**config.mk**
```make
export PLATFORM = sky130hd
export DESIGN_NAME = stable_priority_queue
export DESIGN_NICKNAME = d
export VERILOG_FILES = /design/src/sv/spq_pkg.sv /design/src/sv/spq_ctrl.sv /design/src/sv/spq_dpath.sv /design/src/sv/stable_priority_queue.sv
export SDC_FILE = /design/constraint.sdc
export NUM_CORES = 2
export LEC_CHECK = 0
export BUFFER_PORTS_ARGS = -buffer_cell sky130_fd_sc_hd__buf_2
export CAP_MARGIN = 25
export CORE_ASPECT_RATIO = 0.8
export CORE_MARGIN = 8
export CORE_UTILIZATION = 60
export CTS_CLUSTER_DIAMETER = 80
export CTS_CLUSTER_SIZE = 40
export DETAILED_ROUTE_END_ITERATION = 8
export HOLD_SLACK_MARGIN = 0.12
export PLACE_DENSITY = 0.8
export SLEW_MARGIN = 20
export SYNTH_ARGS = -nofsm -noshare
export SYNTH_HDL_FRONTEND = slang
export SYNTH_SLANG_ARGS = --single-unit
```
**constraint.sdc**
```tcl
create_clock -name clk -period 14.7 [get_ports clk]
set_input_delay 0.735 -clock clk [delete_from_list [all_inputs] [get_ports clk]]
set_output_delay 0.735 -clock clk [all_outputs]
set_load 0.02 [all_outputs]
```
**src/sv/spq_pkg.sv**
```systemverilog
// Package for the stable priority queue: sizes, operation and status codes,
// and the command and status structures between controller and datapath.
// No dependencies.
package spq_pkg;

	localparam int CAPACITY = 16;
	localparam int CNT_W    = $clog2(CAPACITY + 1);
	localparam int VAL_W    = 32;
	localparam int RANK_W   = 16;
	localparam int OCC_W    = 5;

	localparam logic CMD_PUSH = 1'b0;
	localparam logic CMD_POP  = 1'b1;

	localparam logic [1:0] ST_DONE  = 2'd0;
	localparam logic [1:0] ST_EMPTY = 2'd1;
	localparam logic [1:0] ST_FULL  = 2'd2;

	typedef struct packed {
		logic       load;
		logic       push;
		logic       pop;
		logic       finish;
		logic [1:0] code;
	} spq_ctrl_t;

	typedef struct packed {
		logic is_pop;
		logic full;
		logic empty;
	} spq_sts_t;

endpackage

```
**src/sv/spq_ctrl.sv**
```systemverilog
// Controller of the stable priority queue: sequences load, apply and reply.
// Depends on spq_pkg.
module spq_ctrl import spq_pkg::*; (
	input  logic      clk,
	input  logic      arst_n,
	input  logic      start,
	input  spq_sts_t  sts,
	output spq_ctrl_t ctrl,
	output logic      busy,
	output logic      done
);

	localparam logic [1:0] S_IDLE  = 2'd0;
	localparam logic [1:0] S_APPLY = 2'd1;
	localparam logic [1:0] S_REPLY = 2'd2;

	logic [1:0] state_q;
	logic [1:0] state_d;

	always_comb begin
		state_d     = state_q;
		ctrl        = '0;
		ctrl.code   = ST_DONE;
		case (state_q)
			S_IDLE: begin
				if (start) begin
					ctrl.load = 1'b1;
					state_d   = S_APPLY;
				end
			end
			S_APPLY: begin
				ctrl.finish = 1'b1;
				if (sts.is_pop) begin
					if (sts.empty) begin
						ctrl.code = ST_EMPTY;
					end else begin
						ctrl.pop = 1'b1;
					end
				end else begin
					if (sts.full) begin
						ctrl.code = ST_FULL;
					end else begin
						ctrl.push = 1'b1;
					end
				end
				state_d = S_REPLY;
			end
			S_REPLY: begin
				state_d = S_IDLE;
			end
			default: begin
				state_d = S_IDLE;
			end
		endcase
	end

	always_ff @(posedge clk or negedge arst_n) begin
		if (!arst_n) begin
			state_q <= S_IDLE;
		end else begin
			state_q <= state_d;
		end
	end

	assign busy = (state_q != S_IDLE);
	assign done = (state_q == S_REPLY);

endmodule

```
**src/sv/spq_dpath.sv**
```systemverilog
// Datapath of the stable priority queue: a row of sorted slots, each with its
// own rank comparator, that shifts to insert or remove. Depends on spq_pkg.
module spq_dpath import spq_pkg::*; (
	input  logic                     clk,
	input  logic                     arst_n,
	input  spq_ctrl_t                ctrl,
	output spq_sts_t                 sts,
	input  logic                     cmd,
	input  logic signed [VAL_W-1:0]  item_value,
	input  logic        [RANK_W-1:0] item_rank,
	output logic        [1:0]        status,
	output logic signed [VAL_W-1:0]  popped_value,
	output logic        [RANK_W-1:0] popped_rank,
	output logic                     front_valid,
	output logic signed [VAL_W-1:0]  front_value,
	output logic        [RANK_W-1:0] front_rank,
	output logic        [OCC_W-1:0]  occupancy
);

	logic        [VAL_W-1:0]  slot_val_q  [CAPACITY];
	logic        [RANK_W-1:0] slot_rank_q [CAPACITY];
	logic        [CNT_W-1:0]  count_q;
	logic                     cmd_q;
	logic        [VAL_W-1:0]  val_in_q;
	logic        [RANK_W-1:0] rank_in_q;
	logic        [1:0]        status_q;
	logic        [VAL_W-1:0]  pop_val_q;
	logic        [RANK_W-1:0] pop_rank_q;
	logic        [CAPACITY-1:0] after;

	// A slot lies after the insertion point when it is empty or holds a larger
	// rank. The list is sorted, so this flag is monotone along the row.
	always_comb begin
		for (int i = 0; i < CAPACITY; i++) begin
			after[i] = (CNT_W'(i) >= count_q) || (slot_rank_q[i] > rank_in_q);
		end
	end

	for (genvar i = 0; i < CAPACITY; i++) begin : g_slot
		always_ff @(posedge clk) begin
			if (ctrl.push && after[i]) begin
				if (i == 0) begin
					slot_val_q[i]  <= val_in_q;
					slot_rank_q[i] <= rank_in_q;
				end else if (!after[(i == 0) ? 0 : i - 1]) begin
					slot_val_q[i]  <= val_in_q;
					slot_rank_q[i] <= rank_in_q;
				end else begin
					slot_val_q[i]  <= slot_val_q[(i == 0) ? 0 : i - 1];
					slot_rank_q[i] <= slot_rank_q[(i == 0) ? 0 : i - 1];
				end
			end else if (ctrl.pop && (i < CAPACITY - 1)) begin
				slot_val_q[i]  <= slot_val_q[(i < CAPACITY - 1) ? i + 1 : i];
				slot_rank_q[i] <= slot_rank_q[(i < CAPACITY - 1) ? i + 1 : i];
			end
		end
	end

	always_ff @(posedge clk or negedge arst_n) begin
		if (!arst_n) begin
			count_q <= '0;
		end else if (ctrl.push) begin
			count_q <= count_q + CNT_W'(1);
		end else if (ctrl.pop) begin
			count_q <= count_q - CNT_W'(1);
		end
	end

	always_ff @(posedge clk) begin
		if (ctrl.load) begin
			cmd_q     <= cmd;
			val_in_q  <= item_value;
			rank_in_q <= item_rank;
		end
		if (ctrl.finish) begin
			status_q   <= ctrl.code;
			pop_val_q  <= ctrl.pop ? slot_val_q[0] : '0;
			pop_rank_q <= ctrl.pop ? slot_rank_q[0] : '0;
		end
	end

	assign sts.is_pop = (cmd_q == CMD_POP);
	assign sts.full   = (count_q == CNT_W'(CAPACITY));
	assign sts.empty  = (count_q == '0);

	assign status       = status_q;
	assign popped_value = pop_val_q;
	assign popped_rank  = pop_rank_q;
	assign front_valid  = (count_q != '0);
	assign front_value  = front_valid ? slot_val_q[0] : '0;
	assign front_rank   = front_valid ? slot_rank_q[0] : '0;
	assign occupancy    = OCC_W'(count_q);

endmodule

```
**src/sv/stable_priority_queue.sv**
```systemverilog
// Top level of the stable priority queue: controller and datapath.
// Depends on spq_pkg, spq_ctrl and spq_dpath.
//
// A bounded queue of 16 entries kept in ascending order of rank; a smaller
// rank is served first and equal ranks leave in arrival order.
// Commands: raise start with cmd, item_value and item_rank while busy is low;
// the transaction is taken at that clock edge. A push (cmd 0) inserts the
// entry, a pop (cmd 1) removes the head entry.
// Results: a command passes through the apply and reply states; done is high
// for exactly one cycle, in the reply state, and the result ports are valid
// in that cycle. status reports success, a pop on an empty queue or a push
// refused because the queue is full. The head entry and the count after the
// operation are shown too. A new command is taken only once the last is done;
// busy stays high from the edge that takes a command until the result cycle
// ends. A comparator on every slot decides shift, load or hold on insertion.
// The receiver cannot stall; results must be taken in their cycle.
// Reset empties the queue; slot contents are never read before written.
module stable_priority_queue import spq_pkg::*; (
	input  logic                     clk,
	input  logic                     arst_n,
	input  logic                     start,
	output logic                     busy,
	input  logic                     cmd,
	input  logic signed [VAL_W-1:0]  item_value,
	input  logic        [RANK_W-1:0] item_rank,
	output logic                     done,
	output logic        [1:0]        status,
	output logic signed [VAL_W-1:0]  popped_value,
	output logic        [RANK_W-1:0] popped_rank,
	output logic                     front_valid,
	output logic signed [VAL_W-1:0]  front_value,
	output logic        [RANK_W-1:0] front_rank,
	output logic        [OCC_W-1:0]  occupancy
);

	spq_ctrl_t ctrl;
	spq_sts_t  sts;

	spq_ctrl u_ctrl (
		.clk    (clk),
		.arst_n (arst_n),
		.start  (start),
		.sts    (sts),
		.ctrl   (ctrl),
		.busy   (busy),
		.done   (done)
	);

	spq_dpath u_dpath (
		.clk          (clk),
		.arst_n       (arst_n),
		.ctrl         (ctrl),
		.sts          (sts),
		.cmd          (cmd),
		.item_value   (item_value),
		.item_rank    (item_rank),
		.status       (status),
		.popped_value (popped_value),
		.popped_rank  (popped_rank),
		.front_valid  (front_valid),
		.front_value  (front_value),
		.front_rank   (front_rank),
		.occupancy    (occupancy)
	);

endmodule

```
After elaboration in Yosys (flattened, before gate mapping)
Memories as Yosys holds them, arrays and structs flattened.
Index checks and enable logic that the tools add are counted.
- bits in registers: 106
- RAM bits: 768
- input bits: 52
- output and inout port bits: 106
- logic and storage cells: 344
- memories kept: 2
- $add $sub $neg: 2
- magnitude comparators: 32
- equal/unequal tests: 4
- muxes and demuxes: 199
- bitwise gates (word level): 60
- reduce and logical (&&, ||, !) cells: 37
- memory list (name ; depth ; width ; read ports ; clocked after memory_dff ; write ports ; line ; source):
    u_dpath.slot_val_q ; 16 ; 32 ; 16 ; 0 ; 16 ; spq_dpath.sv:20 ; logic [VAL_W-1:0] slot_val_q [CAPACITY];
    u_dpath.slot_rank_q ; 16 ; 16 ; 16 ; 0 ; 16 ; spq_dpath.sv:21 ; logic [RANK_W-1:0] slot_rank_q [CAPACITY];
- operators with widths (cell ; number):
    two-way mux 32 bit ; 31
    two-way mux 16 bit ; 31
    > comparator 16 bit ; 16
    two-way mux 1 bit ; 130
    bitwise OR 1 bit ; 60
    >= comparator 4 x 5 -> 1 bit, first input constant ; 8
    >= comparator 3 x 5 -> 1 bit, first input constant ; 4
    logical AND 1 bit ; 16
    logical OR 1 bit ; 16
    two-way mux 5 bit ; 3
    >= comparator 1 x 5 -> 1 bit, first input constant ; 2
    >= comparator 2 x 5 -> 1 bit, first input constant ; 2
    two-way mux 2 bit ; 3
    adder 5 x 1 -> 5 bit, second input constant ; 1
    equality test 5 bit, second input constant ; 1
    zero test 5 bit ; 1
    nonzero test 5 bit ; 1
    subtractor 5 x 1 -> 5 bit, second input constant ; 1
    one-hot mux 2 bit (2 select lines) ; 1
    nonzero test 2 bit ; 2
    equality test 2 x 1 -> 1 bit, second input constant ; 1
    equality test 2 bit, second input constant ; 1
    zero test 2 bit ; 1
    != test 2 bit, second input constant ; 1

Depth between registers and ports, before layout
- depth after elaboration: 9
- gate-level depth with buffers: 12
- mapped depth without buffers: 9

Modules after synthesis
From an unflattened synthesis, not the netlist that was laid out.
- cells, all modules: 3802
- area total of the unflattened synthesis: 45852.7 sq um
- modules (own cells, without submodules) (module ; times used ; cells each ; area an instance (sq um) ; sequential area each (sq um)):
    spq_dpath ; 1 ; 3788 ; 45695.1 ; 26160.1
    spq_ctrl ; 1 ; 14 ; 157.7 ; 50.0

Worst setup path before layout
Ideal clock, no wire load.
- kind: flip-flop to flip-flop
- start: register u_ctrl.state_q[1]
- end: memory u_dpath.slot_rank_q[5][0], in the netlist u_dpath.slot_rank_q[0][80] (enable)
- setup time: 0.520 ns
- data arrival time: 5.461 ns
- required time: 14.180 ns
- setup slack: 8.719 ns
- stages on the path, launching flop included: 6
- buffers on the path: 2
- period minus slack after synthesis: 5.981 ns
- cell sequence: dfrtp_1 > nor2b_1 > nand3_1 > buf_2 > clkbuf_1 > o21ai_0
- RTL lines (item ; line ; source):
    start: declaration ; spq_ctrl.sv:17 ; logic [1:0] state_q;
    start signal: assignment ; spq_ctrl.sv:61 ; state_q <= state_d;
    end: declaration ; spq_dpath.sv:21 ;

==> run summary <==
The run finished with clean final reports. The y dimension of the die came out at 260 µm. A synthesized cell averages 12.3 µm². The tree built by TritonCTS fans out to 874 sinks. The pin count of the biggest net entering global routing came out at 227. After legalization and detailed placement, the total HPWL measured 81700 µm. Buffers inserted to repair hold after CTS numbered 1. After synthesis, the cell types taking the most area are sky130_fd_sc_hd__edfxtp_1 59%, sky130_fd_sc_hd__ha_1 7.3%, sky130_fd_sc_hd__a22oi_1 6.5%. Setup violations remaining at the end of the flow were counted as 0. The number of buffers added for setup after CTS is 0. Using the TritonRoute via totals, the vias-per-cell ratio works out to 7.11. The share of cells above drive strength 1 came out at 0.109.

The area enclosed by the die boundary came out at 83200 µm². The layout has 5412 filler cells. The highest-delay cell along the critical path is sky130_fd_sc_hd__buf_4.

For hold timing, the worst endpoint is u_dpath.val_in_q[18]$_DFFE_PP_. By area, the combinational part of the netlist is dominated by compound AO/OA/AOI/OAI gates. The number of global-route vias before repair is 29500. In this run, distinct cell masters in the synthesized netlist total 69. The worst reg-to-reg setup slack is 9.10 ns.

The standard-cell row count came out at 89. The setup clock skew after layout is 0.0717 ns. Summed over all layers, the global routing overflow is 0. The clock latency of the later-clocked register in the worst-skew pair came out at 0.66 ns. The number of synthesized flops with an enable pin is 867. The critical path start-end classification is reg -> reg. The number of max-slew violations in the final report is 0.

After synthesis, the most frequently instantiated cells are 867 x sky130_fd_sc_hd__edfxtp_1, 477 x sky130_fd_sc_hd__o21ai_0, 385 x sky130_fd_sc_hd__a22oi_1. Of the total synthesized cell area, the portion taken by XOR and XNOR cells is 0.000787. The count of instances resized after the clock tree is built came out at 0. The number of standard cells after synthesis came out at 3609. The synthesized design spends more area on one cell type than any other, namely sky130_fd_sc_hd__edfxtp_1. The number of DRC markers after the initial detailed-route iteration came out at 5013. The number of search-and-repair iterations in the first detailed-routing pass is 6.

In this run the cell area of the synthesized design comes to 44500 µm². Counting flops with an async set or reset pin after synthesis yields a share of 0.00801. Port buffering added 157 buffers.

The via count is 32600. The number of levels the H-tree was split into came out at 2. The average wire per standard cell is 25.3 µm.

Of the total synthesized cell area, the portion taken by full adders, half adders and majority gates is 0.0734. The startpoint identified for the worst register-to-register timing path is u_dpath.occupancy[1]$_DFFE_PN0P_. The first-pass GRT wire length is 178000 µm. The number of instances on the worst hold path is 1. The endpoint of the worst register-to-register path is u_dpath.slot_rank_q[1][26]$_DFFE_PP_. Across the VDD grid, the largest voltage drop is 0.106 mV. For this block, the routed nets add up to 116000 µm of wire.

The number of nets in the layout came out at 3868. Setup repair after global routing left no endpoint under its margin. The critical-path maximum fanout came out at 87. The depth of the most critical reg-to-reg path is 10. The worst min-delay path startpoint is item_value[18]. The number of nets handed over by synthesis was 3922. The multiplexer share of the synthesized area came out at 0.0121. The total routing resource utilization after global routing came out at 0.267. The total power density per cell area is 147 nW/µm².

158 I/O pins were placed. The floorplan die width came out at 320 µm. After detailed routing, the number of remaining DRC violations is 0. Traced cell by cell, the critical path runs through inv_1 > ha_1 > nor3b_1 > nor2_4 > buf_4 > buf_4 > buf_4 > buf_4 > a22oi_1 > o21ai_0. The max-capacitance violation count came out at 0. The buffer levels on the longest clock path is 3.

From synthesis to final layout, the design area changed by 6.71%. The effective utilization at floorplan is 0.605. Summing all multi-input logic gate instances after layout gives 17100 µm².

The overall power after layout is 7.00 mW. The worst setup path is launched from a flop. The CTS tree is done. The number of antenna violations at the first check in global routing is 0. The area share of the largest cell type after synthesis came out at 0.585.

In the final layout, flip-flops and latches occupy 26200 µm². The number of storage elements in the synthesis netlist came out at 874. The clock-pin slew on the worst setup and hold paths came out at 0.14 ns. The tree is rooted in a sky130_fd_sc_hd__clkbuf_16. The final cycle utilization of the critical path came out at 0.381. The simple-gate share of the synthesized area is 0.0578.

The number of buffers created by CTS is 37. The kind of path behind the tightest hold check is in -> reg. The post-layout utilization of the core came out at 0.645. The critical path's largest stage delay is 0.86 ns. The congestion estimate from routability-driven global placement came to 0.901. Among all cell types in the netlist, the one instantiated most often is sky130_fd_sc_hd__edfxtp_1.

STA puts the critical path data required time at 15.15 ns. In this run the standard cell core region covers 73600 µm². Derived from the worst setup path, the maximum achievable clock frequency is 0.178 GHz. The final sum of negative setup slack is 0 ns. In this run the tightest slew margin relative to its limit is 0.258. The sequential area share after synthesis is 0.589. Among the stages of the critical path, the cell type that occurs most often is sky130_fd_sc_hd__buf_4. The leakage component of the power came out at 16.1 nW.

For this run, the number of Yosys warnings is 0. The minimum clock period came out at 5.60 ns. The compound-cell area share of the yosys netlist is 0.233. Once detail routing completed, the nets flagged for antenna violations numbered 0. The most used flip-flop cell after synthesis is sky130_fd_sc_hd__edfxtp_1. The transition at the pin with the smallest max-transition slack came out at 1.11 ns.

The number of hold violations in the final report is 0. The endpoint kind of the worst setup timing path is a flop. The critical path arrival is 6.06 ns.
==> critical path, delay by kind of cell (launching register included) <==
family	cells	cell delay (ns)
AO/OA/AOI/OAI	2	0.34
adder cells (fa/ha/maj)	1	0.26
buffers and inverters	5	3.35
flip-flops	1	0.59
AND/OR/NAND/NOR	2	0.81
==> cell usage in the layout, fill, tap and decap left out, types with 5 or more instances in the layout <==
master	n
sky130_fd_sc_hd__a21o_1	34
sky130_fd_sc_hd__o21ai_1	35
sky130_fd_sc_hd__clkbuf_16	39
sky130_fd_sc_hd__o21a_1	7
sky130_fd_sc_hd__a221o_1	191
sky130_fd_sc_hd__buf_2	157
sky130_fd_sc_hd__nand4_1	50
sky130_fd_sc_hd__o21ai_4	7
sky130_fd_sc_hd__a211oi_1	6
sky130_fd_sc_hd__nor2b_1	16
sky130_fd_sc_hd__nor2_1	67
sky130_fd_sc_hd__and2_1	100
sky130_fd_sc_hd__o221ai_1	8
sky130_fd_sc_hd__o21ai_0	470
sky130_fd_sc_hd__nand3_1	20
sky130_fd_sc_hd__inv_1	45
sky130_fd_sc_hd__o31ai_1	6
sky130_fd_sc_hd__ha_1	261
sky130_fd_sc_hd__o211ai_1	16
sky130_fd_sc_hd__nor3b_1	6
sky130_fd_sc_hd__a21oi_4	5
sky130_fd_sc_hd__a32oi_1	95
sky130_fd_sc_hd__nor3_1	10
sky130_fd_sc_hd__a22oi_1	385
sky130_fd_sc_hd__or2_2	6
sky130_fd_sc_hd__nand2_1	188
sky130_fd_sc_hd__edfxtp_1	867
sky130_fd_sc_hd__dfrtp_1	7
sky130_fd_sc_hd__and4_1	7
sky130_fd_sc_hd__buf_4	64
sky130_fd_sc_hd__a21boi_0	9
sky130_fd_sc_hd__nor2_4	6
sky130_fd_sc_hd__a21oi_1	237
sky130_fd_sc_hd__mux2_2	48
==> worst max path at each step <==
stage               cells past startpoint                                   end  slack [ns]                        startpoint
floorplan                               5  u_dpath.slot_rank_q[0][80]$_DFFE_PP_        8.72     u_ctrl.state_q[1]$_DFFE_PN0P_
detailed placement                     10  u_dpath.slot_rank_q[1][77]$_DFFE_PP_        9.26  u_dpath.occupancy[1]$_DFFE_PN0P_
global placement                       10  u_dpath.slot_rank_q[1][79]$_DFFE_PP_        9.41  u_dpath.occupancy[1]$_DFFE_PN0P_
global route                           10  u_dpath.slot_rank_q[1][26]$_DFFE_PP_        8.63  u_dpath.occupancy[1]$_DFFE_PN0P_
finish                                 10  u_dpath.slot_rank_q[1][26]$_DFFE_PP_        9.10  u_dpath.occupancy[1]$_DFFE_PN0P_
CTS                                    10  u_dpath.slot_rank_q[1][77]$_DFFE_PP_        9.22  u_dpath.occupancy[1]$_DFFE_PN0P_
==> power by group <==
part	leakage (nW)	internal (mW)	switching [mW]	total, mW
registers	8.15	3.37	0.352	3.72
logic	7.29	0.620	1.25	1.87
clock network	0.639	0.551	0.863	1.41
==> per-stage QoR <==
stage	hold slack (ns)	instance area (µm²)	worst slack, ns	cells
floorplan	0.439	44500	8.72	3609
global placement	0.526	46000	9.41	4511
CTS	0.242	47500	9.22	4580
global route	0.251	47500	8.63	4581
finish	0.270	47500	9.10	4582
detailed placement	0.530	46100	9.26	4515
==> sequential cells by signal, indices dropped and copies added (netlist names) <==
name / cells
u_dpath.cmd_q: 1
u_ctrl.state_q: 2
u_dpath.slot_val_q: 512
u_dpath.popped_rank: 16
u_dpath.val_in_q: 32
u_dpath.popped_value: 32
u_dpath.slot_rank_q: 256
u_dpath.occupancy: 5
u_dpath.status: 2
u_dpath.rank_in_q: 16
==> final cells by class <==
type / instances / share of cell area
inverters: 46 / 0.00364
multi-input cells: 2367 / 0.360
diodes: 1 / 0.0000527
flip-flops and latches: 874 / 0.552
clock inverters: 24 / 0.00743
well taps: 1001 / 0.0264
clock buffers: 40 / 0.0206
repair buffers: 229 / 0.0298
==> logic make-up after synthesis <==
group,Yosys count
and+or+nand+nor,512
adders and majority gates,261
buffers and inverters,368
xor gates and xnor gates,4
AOI/OAI and AO/OA,1542
muxes,48
DFF,874
==> routing by layer <==
| layer | up-vias | GRT usage | wire [µm] | part of all wire |
|---|---|---|---|---|
| met2 | 2137 | 0.358 | 46600 | 0.40 |
| met3 | 127 | 0.0513 | 15500 | 0.13 |
| met5 | - | 0 | 0 | 0 |
| li1 | 14500 | - | - | - |
| met1 | 15900 | 0.444 | 52000 | 0.45 |
| met4 | 0 | 0.0506 | 1860 | 0.016 |
No activity file was read; power rests on OpenSTA's default activity.
